===== src/design/sch_pkg.sv =====
// Shared types, constants and helper functions for the sector coordinate seed hash.
// Used by sch_hash_front, sch_sort_net and sector_coordinate_seed_hash_core.
// Depends on nothing.
`default_nettype none

package sch_pkg;

	// Odd multipliers of the hash, full 32-bit values.
	localparam logic [31:0] MUL_A = 32'd4016331601;
	localparam logic [31:0] MUL_B = 32'd3871808917;
	localparam logic [31:0] MUL_C = 32'd3316090507;
	localparam logic [31:0] MUL_D = 32'd2421215411;
	localparam logic [31:0] MUL_E = 32'd1565016097;
	localparam logic [31:0] MUL_F = 32'd3345900949;

	// Width of one hash piece and the number of pieces that are sorted.
	localparam int unsigned PIECE_W     = 16;
	localparam int unsigned PIECE_COUNT = 8;
	localparam int unsigned PROD_COUNT  = 12;
	localparam int unsigned MIX_COUNT   = 6;

	// Configuration register map, by register index.
	localparam int unsigned ADDR_W        = 3;
	localparam logic        REG_WORLD_SEED = 1'b0;

	typedef logic [PIECE_W-1:0] piece_t;
	typedef piece_t piece_vec_t [PIECE_COUNT];

	// Low half of a product; only the low 16 bits of each operand reach it.
	function automatic piece_t mul_lo(input piece_t a, input piece_t b);
		logic [2*PIECE_W-1:0] full;
		full = a * b;
		return full[PIECE_W-1:0];
	endfunction

	// Offset term of a single-coordinate word: (k + w) xor w.
	function automatic piece_t mix_off(input piece_t k, input piece_t w);
		piece_t s;
		s = k + w;
		return s ^ w;
	endfunction

endpackage

`default_nettype wire


===== src/design/sch_hash_front.sv =====
// Front end of the seed hash: two pipeline stages that form the eight 16-bit pieces.
// Stage one holds the products and seed terms, stage two the mixed pieces.
// Depends on sch_pkg.
`default_nettype none

module sch_hash_front (
	input  logic               clk,
	input  logic               arst_n,
	input  logic [31:0]        seed,
	input  logic               in_valid,
	output logic               in_ready,
	input  sch_pkg::piece_t    x,
	input  sch_pkg::piece_t    y,
	input  sch_pkg::piece_t    z,
	output logic               out_valid,
	input  logic               out_ready,
	output sch_pkg::piece_vec_t pieces
);
	import sch_pkg::*;

	// Every word is reduced to its low 16 bits at the end, and the low bits of
	// sums, products and xors depend only on the low bits of their operands,
	// so the whole hash is carried out on 16-bit values.
	piece_t w;
	piece_t ka, kb, kc, kd, ke, kf;

	piece_t prod_c [PROD_COUNT];
	piece_t off_c [MIX_COUNT];
	piece_t k6_c, k7_c;

	logic   valid_s1;
	piece_t prod_s1 [PROD_COUNT];
	piece_t off_s1 [MIX_COUNT];
	piece_t k6_s1, k7_s1, w_s1;

	logic       valid_s2;
	piece_vec_t pieces_s2;
	piece_vec_t pieces_c;
	piece_t     sum6_c, sum7_c;

	logic ready_s1, ready_s2;

	assign w  = seed[PIECE_W-1:0];
	assign ka = MUL_A[PIECE_W-1:0];
	assign kb = MUL_B[PIECE_W-1:0];
	assign kc = MUL_C[PIECE_W-1:0];
	assign kd = MUL_D[PIECE_W-1:0];
	assign ke = MUL_E[PIECE_W-1:0];
	assign kf = MUL_F[PIECE_W-1:0];

	// A stage takes a new beat when it is empty or its contents move on.
	assign ready_s2  = !valid_s2 || out_ready;
	assign ready_s1  = !valid_s1 || ready_s2;
	assign in_ready  = ready_s1;
	assign out_valid = valid_s2;
	assign pieces    = pieces_s2;

	// Stage one logic: the twelve products and the seed-only terms.
	always_comb begin
		prod_c[0]  = mul_lo(x, ka);
		prod_c[1]  = mul_lo(x, kc);
		prod_c[2]  = mul_lo(y, kd);
		prod_c[3]  = mul_lo(y, ke);
		prod_c[4]  = mul_lo(z, kf);
		prod_c[5]  = mul_lo(z, kb);
		prod_c[6]  = mul_lo(x, kb);
		prod_c[7]  = mul_lo(y, kf);
		prod_c[8]  = mul_lo(z, ke);
		prod_c[9]  = mul_lo(x, kd);
		prod_c[10] = mul_lo(y, kc);
		prod_c[11] = mul_lo(z, ka);
		off_c[0]   = mix_off(kb, w);
		off_c[1]   = mix_off(ka, w);
		off_c[2]   = mix_off(kc, w);
		off_c[3]   = mix_off(kd, w);
		off_c[4]   = mix_off(ke, w);
		off_c[5]   = mix_off(kf, w);
		k6_c       = (ke ^ w) + (kb ^ w) + (kf ^ w);
		k7_c       = (kc ^ w) + (ka ^ w) + (kd ^ w);
	end

	// Stage one valid bit.
	always_ff @(posedge clk or negedge arst_n) begin
		if (!arst_n) begin
			valid_s1 <= 1'b0;
		end else if (ready_s1) begin
			valid_s1 <= in_valid;
		end
	end

	// Stage one payload.
	always_ff @(posedge clk) begin
		if (ready_s1 && in_valid) begin
			prod_s1 <= prod_c;
			off_s1  <= off_c;
			k6_s1   <= k6_c;
			k7_s1   <= k7_c;
			w_s1    <= w;
		end
	end

	// Stage two logic: add the offsets and fold in the seed by xor.
	always_comb begin
		sum6_c = prod_s1[6] + prod_s1[7] + prod_s1[8] + k6_s1;
		sum7_c = prod_s1[9] + prod_s1[10] + prod_s1[11] + k7_s1;
		for (int i = 0; i < MIX_COUNT; i++) begin
			pieces_c[i] = (prod_s1[i] + off_s1[i]) ^ w_s1;
		end
		pieces_c[6] = sum6_c ^ w_s1;
		pieces_c[7] = sum7_c ^ w_s1;
	end

	// Stage two valid bit.
	always_ff @(posedge clk or negedge arst_n) begin
		if (!arst_n) begin
			valid_s2 <= 1'b0;
		end else if (ready_s2) begin
			valid_s2 <= valid_s1;
		end
	end

	// Stage two payload.
	always_ff @(posedge clk) begin
		if (ready_s2 && valid_s1) begin
			pieces_s2 <= pieces_c;
		end
	end

endmodule

`default_nettype wire


===== src/design/sch_sort_net.sv =====
// Eight-input odd-even merge sorting network, two comparator layers per stage,
// with the nibble packing in its last stage. Depends on sch_pkg.
`default_nettype none

module sch_sort_net (
	input  logic                clk,
	input  logic                arst_n,
	input  logic                in_valid,
	output logic                in_ready,
	input  sch_pkg::piece_vec_t pieces,
	output logic                out_valid,
	input  logic                out_ready,
	output logic [31:0]         packed_seed
);
	import sch_pkg::*;

	logic       valid_s3, valid_s4, valid_s5;
	piece_vec_t sort_s3, sort_s4;
	logic [31:0] packed_s5;
	piece_vec_t l1_c, l2_c, l3_c, l4_c, l5_c, l6_c;
	logic       ready_s3, ready_s4, ready_s5;

	// Compare and exchange: the smaller value ends at the lower position.
	function automatic piece_vec_t cx(input piece_vec_t v, input logic [2:0] a,
			input logic [2:0] b);
		piece_vec_t r;
		r = v;
		if (v[a] > v[b]) begin
			r[a] = v[b];
			r[b] = v[a];
		end
		return r;
	endfunction

	assign ready_s5    = !valid_s5 || out_ready;
	assign ready_s4    = !valid_s4 || ready_s5;
	assign ready_s3    = !valid_s3 || ready_s4;
	assign in_ready    = ready_s3;
	assign out_valid   = valid_s5;
	assign packed_seed = packed_s5;

	// Layers one and two: sort pairs, then begin merging pairs into fours.
	always_comb begin
		l1_c = cx(pieces, 3'd0, 3'd1);
		l1_c = cx(l1_c, 3'd2, 3'd3);
		l1_c = cx(l1_c, 3'd4, 3'd5);
		l1_c = cx(l1_c, 3'd6, 3'd7);
		l2_c = cx(l1_c, 3'd0, 3'd2);
		l2_c = cx(l2_c, 3'd1, 3'd3);
		l2_c = cx(l2_c, 3'd4, 3'd6);
		l2_c = cx(l2_c, 3'd5, 3'd7);
	end

	// Layers three and four: finish the fours, start the final merge.
	always_comb begin
		l3_c = cx(sort_s3, 3'd1, 3'd2);
		l3_c = cx(l3_c, 3'd5, 3'd6);
		l4_c = cx(l3_c, 3'd0, 3'd4);
		l4_c = cx(l4_c, 3'd1, 3'd5);
		l4_c = cx(l4_c, 3'd2, 3'd6);
		l4_c = cx(l4_c, 3'd3, 3'd7);
	end

	// Layers five and six: finish the merge of the two fours.
	always_comb begin
		l5_c = cx(sort_s4, 3'd2, 3'd4);
		l5_c = cx(l5_c, 3'd3, 3'd5);
		l6_c = cx(l5_c, 3'd1, 3'd2);
		l6_c = cx(l6_c, 3'd3, 3'd4);
		l6_c = cx(l6_c, 3'd5, 3'd6);
	end

	// Valid bits of the three sorting stages.
	always_ff @(posedge clk or negedge arst_n) begin
		if (!arst_n) begin
			valid_s3 <= 1'b0;
			valid_s4 <= 1'b0;
			valid_s5 <= 1'b0;
		end else begin
			if (ready_s3) begin
				valid_s3 <= in_valid;
			end
			if (ready_s4) begin
				valid_s4 <= valid_s3;
			end
			if (ready_s5) begin
				valid_s5 <= valid_s4;
			end
		end
	end

	// Stage payloads; the last one keeps only the packed low nibbles,
	// smallest piece in the top nibble.
	always_ff @(posedge clk) begin
		if (ready_s3 && in_valid) begin
			sort_s3 <= l2_c;
		end
		if (ready_s4 && valid_s3) begin
			sort_s4 <= l4_c;
		end
		if (ready_s5 && valid_s4) begin
			packed_s5 <= {l6_c[0][3:0], l6_c[1][3:0], l6_c[2][3:0], l6_c[3][3:0],
				l6_c[4][3:0], l6_c[5][3:0], l6_c[6][3:0], l6_c[7][3:0]};
		end
	end

endmodule

`default_nettype wire


===== src/design/sector_coordinate_seed_hash_core.sv =====
// Top level of the sector coordinate seed hash: configuration port and the
// five-stage hash pipeline. Depends on sch_pkg, sch_hash_front and sch_sort_net.
//
//   Channel  Handshake                 Payload
//   config   psel/penable/pready       paddr, pwrite, pwdata, prdata (world_seed)
//   input    in_valid/in_ready         coord_x, coord_y, coord_z
//   output   out_valid/out_ready       sector_seed
//
// One beat enters per cycle while the pipeline is not stalled. Its result passes
// through the five register stages in order: products, mixing and three stages
// of the sorting network, the last of which holds the packed result.
// Reset clears the world seed and every stage valid bit.
// Each stage holds its beat while the next one is full and stalled, so empty
// stages keep filling while the output waits.
`default_nettype none

module sector_coordinate_seed_hash_core (
	input  logic                       clk,
	input  logic                       arst_n,
	input  logic                       psel,
	input  logic                       penable,
	input  logic                       pwrite,
	input  logic [sch_pkg::ADDR_W-1:0] paddr,
	input  logic [31:0]                pwdata,
	output logic [31:0]                prdata,
	output logic                       pready,
	input  logic                       in_valid,
	output logic                       in_ready,
	input  logic signed [31:0]         coord_x,
	input  logic signed [31:0]         coord_y,
	input  logic signed [31:0]         coord_z,
	output logic                       out_valid,
	input  logic                       out_ready,
	output logic [31:0]                sector_seed
);
	import sch_pkg::*;

	logic [31:0] world_seed_q;
	logic        reg_index;
	logic        front_valid, front_ready;
	piece_vec_t  front_pieces;

	// Register index is the word address; byte offset bits are ignored.
	assign reg_index = paddr[ADDR_W-1];
	assign pready    = 1'b1;

	// Configuration register write.
	always_ff @(posedge clk or negedge arst_n) begin
		if (!arst_n) begin
			world_seed_q <= '0;
		end else if (psel && penable && pwrite && reg_index == REG_WORLD_SEED) begin
			world_seed_q <= pwdata;
		end
	end

	// Read back; unmapped addresses read as zero.
	always_comb begin
		prdata = '0;
		if (reg_index == REG_WORLD_SEED) begin
			prdata = world_seed_q;
		end
	end

	// Product and mixing stages.
	sch_hash_front u_front (
		.clk       (clk),
		.arst_n    (arst_n),
		.seed      (world_seed_q),
		.in_valid  (in_valid),
		.in_ready  (in_ready),
		.x         (coord_x[PIECE_W-1:0]),
		.y         (coord_y[PIECE_W-1:0]),
		.z         (coord_z[PIECE_W-1:0]),
		.out_valid (front_valid),
		.out_ready (front_ready),
		.pieces    (front_pieces)
	);

	// Sorting stages and result register.
	sch_sort_net u_sort (
		.clk         (clk),
		.arst_n      (arst_n),
		.in_valid    (front_valid),
		.in_ready    (front_ready),
		.pieces      (front_pieces),
		.out_valid   (out_valid),
		.out_ready   (out_ready),
		.packed_seed (sector_seed)
	);

endmodule

`default_nettype wire

===== config.mk =====
export PLATFORM = sky130hd
export DESIGN_NAME = sector_coordinate_seed_hash_core
export DESIGN_NICKNAME = d
export VERILOG_FILES = /design/src/design/sch_pkg.sv /design/src/design/sch_hash_front.sv /design/src/design/sch_sort_net.sv /design/src/design/sector_coordinate_seed_hash_core.sv
export SDC_FILE = /design/constraint.sdc
export NUM_CORES = 2
export LEC_CHECK = 0
export BUFFER_PORTS_ARGS = -buffer_cell sky130_fd_sc_hd__buf_2
export CAP_MARGIN = 20
export CORE_MARGIN = 3
export CORE_UTILIZATION = 50
export CTS_CLUSTER_SIZE = 24
export DETAILED_ROUTE_END_ITERATION = 10
export PLACE_DENSITY = 0.67
export SETUP_SLACK_MARGIN = 0.3
export SLEW_MARGIN = 10
export SYNTH_ARGS = -nofsm -noshare
export SYNTH_HDL_FRONTEND = slang
export SYNTH_SLANG_ARGS = --single-unit

===== constraint.sdc =====
create_clock -name clk -period 14.25 [get_ports clk]
set_input_delay 2.85 -clock clk [delete_from_list [all_inputs] [get_ports clk]]
set_output_delay 2.85 -clock clk [all_outputs]
set_load 0.02 [all_outputs]

==> impl_results.md <==
- # hold bufs at CTS: 0
- Post-CTS Setup Bufs: 0
- Sink Count: about 710
- Detail Placement HPWL: 134,000 um
- Cts repair resizes: 0
- Yosys warning total: 0
- Status: finished, final reports clean
- I/O Buffers: 153
- Post-synthesis sequential area ratio: 33.8%
- Num ports: 205
- Maxcap violations: 0
- Iteration-0 DRC count of the detailed router: 2,310
- Synth Cell Area: 62,900 um^2
- Vias per cell: 5.47
- Top cells by area, synth: edfxtp_1 (32%), ha_1 (21%), fa_1 (11%), mux2i_1 (6.2%), inv_1 (5.5%)
- CTS tree: done
- Met2 usage: 43.9%
- CTS Buf Count: 81
- Fin Clk Skew: 0.0250 ns
- Vias in the first global route: between 40,000 and 50,000
- Critical path launch point type: primary input
- Fmax: between 100 and 150 MHz
- CP Launch Point: coord_x[1]
- Unrepaired setup endpoints after global routing: false
- Area fraction of the dominant cell type after synthesis: 32.3%
- Most used routing layer: met2
- Clock root buffer: clkbuf_16
- Die height: 361 um
- Hold/Removal Path Class: reg -> reg
- CTS Buffer Depth: 3
- Most frequent cells in the layout: ha_1 (1,061), inv_1 (927), edfxtp_1 (677)
- Die Wd: 361 um
- Startpoint of the worst hold path: u_sort.l5_c[2]$_DFFE_PP_
- Period utilisation layout: 49.6%
- Drt drc: 0
- GPL Wtd Cong: between 0.9 and 1
- CORE AREA: between 100,000 and 150,000 um^2
- RR Startpoint: u_front.pieces[45]$_DFFE_PP_
- Via count: 40,500
- Final instance area: 68,400 um^2
- Total negative setup slack: 0 ns
- Period minus WS final: 7.06 ns
- Ys async rst share: 5.18%
- Die area: 130,000 um^2
- Drt wl/cell: 21.5 um
- EDFF count, synth: slightly below 700
- Cells after synthesis: 5,519
- Crit. End Element: register
- Critical path class: in -> reg
- Reg area: 21,300 um^2
- Total congestion overflow: 0
- Synthesized Nets: 7,066
- Initial Utilization: 50.6%
- Headroom to the max-slew limit: 24.1%
- Critical Path RT: approximately 15 ns
- # fillers: 10,600
- H-tree depth: 3
- DR pass1 iterations: 5
- Clk pin slew, worst setup/hold paths: 0.06 ns
- Fraction of layout cells with a size suffix above 1: 8.28%
- Nets: 7,254
- Most common cell after layout, fill and taps aside: ha_1
- Final Hold Viols: 0
- Mapped Avg Cell Area: roughly 11 um^2
- Final wirelength: 159,000 um
- Multi-input logic area: 37,900 um^2
- First-pass GRT wire length: 244,000 um
- Skew-Pair Late Insertion Delay: 0.65 ns
- Gr usage total: between 20% and 30%
- CP arrival: 7.46 ns
- Max-slew violations: 0
- Worst slew pin tran: 1.13 ns
- Leading area contributor after synthesis: edfxtp_1
- Post-synthesis to final-layout area growth: 8.72%
- Post-synth top flop: edfxtp_1
- Crit Path Max Fanout: 14
- Final ANT Viol Nets: 0
- Setup violations, final: 0
- Cell Rows: 129
- Post-synthesis register bit count: 714
- M3 GR Usage: between 2 and 2.5%
- GR Layer Usage met1: 30.2%
- DP Area: 65,700 um^2
- Post-synth cell types: 73
- Initial antenna violation count: 2
- Pin count of the biggest net entering global routing: around 170
critical path, cell delays in order:
cell	delay, ns
buf_2	0.40
ha_1	0.39
ha_1	0.33
fa_1	0.51
inv_1	0.06
fa_1	0.55
fa_1	0.44
fa_1	0.49
inv_1	0.04
ha_1	0.35
nand3_1	0.09
o21ai_0	0.24
nor4_1	0.09
or3b_2	0.48
xnor2_1	0.13
final timing paths:
kind / slack (ns) / cells past startpoint / end
worst max-delay path: 7.19 / 15 / u_front.prod_s1[174]$_DFFE_PP_
worst min-delay path: 0.41 / 0 / u_sort.packed_seed[2]$_DFFE_PP_
worst max register to register: 8.16 / 17 / u_sort.l3_c[52]$_DFFE_PP_
worst min register to register: 0.41 / 0 / u_sort.packed_seed[2]$_DFFE_PP_
max in group asynchronous: 11.37 / 1 / world_seed_q[26]$_DFFE_PN0P_
min in group asynchronous: 2.32 / 1 / world_seed_q[21]$_DFFE_PN0P_
metal layers:
layer / part of all wire [%] / wire (um)
met5: 0 / 0
met4: 5.5 / 8730
met3: 3.5 / 5640
met2: 50 / 79400
met1: 41 / 65500
stage by stage:
step | instances | hold slack [ns] | setup slack (ns) | utilization, %
2_1_floorplan | 5519 | 0.400 | 3.65 | -
3_3_place_gp | 7261 | 0.405 | 6.60 | 52.8
3_5_place_dp | 7261 | 0.405 | 6.52 | 52.8
4_1_cts | 7411 | 0.414 | 7.21 | 55.0
5_1_grt | 7411 | 0.420 | 6.98 | 55.0
6_report | 7412 | 0.412 | 7.19 | 55.0
state kept, by name, summed over array words and instances, names as in the netlist, 14 cells and up:
signal,cells
u_front.prod_s1,170
u_front.pieces,123
u_front.off_s1,74
u_sort.l3_c,64
u_sort.sort_s3,64
u_sort.sort_s4,64
u_sort.l5_c,40
u_sort.packed_seed,32
world_seed_q,32
u_front.k7_s1,16
u_front.w_s1,16
u_front.k6_s1,14
Yosys cell counts, drive strengths merged (12+ instances only):
library cell,number
ha,1061
inv,927
edfxtp,677
mux2i,390
xnor2,383
fa,348
a21oi,241
nor2,155
nand2,149
xor2,136
o21ai,130
mux2,121
a21o,110
nor3,80
nor2b,67
buf,51
nand3,51
nand4,46
dfrtp,37
o21a,34
o21bai,34
a31oi,29
nand2b,27
clkbuf,22
and2,20
or2,20
o211ai,19
and3,17
or3,16
a31o,13
and4,12
layout make-up:
type	instances	area share [%]
Sequential cell	714	31.1
Clock buffer	101	3.19
Antenna cell	1	0.00366
Tap cell	1637	3.00
Clock inverter	49	0.774
Inverter	928	5.09
Multi-Input combinational cell	3804	55.4
Timing Repair Buffer	178	1.41
kinds of logic (layout without fill, tap and decap cells):
logic type                 count (synthesis)  after routing  synth area share [%]
xor gates and xnor gates                 519            519                  7.23
adders and majority gates               1409           1409                  32.2
DFF                                      714            714                  33.8
and+or+nand+nor                          673            673                  5.32
other                                      1              2               0.00596
AOI/OAI and AO/OA                        691            691                  7.00
muxes                                    511            511                  8.37
buffers and inverters                   1001           1256                  6.10
Power is left out: the tool's default activity adds up to more than one toggle a clock period on the data nets, which glitch-free logic cannot reach.
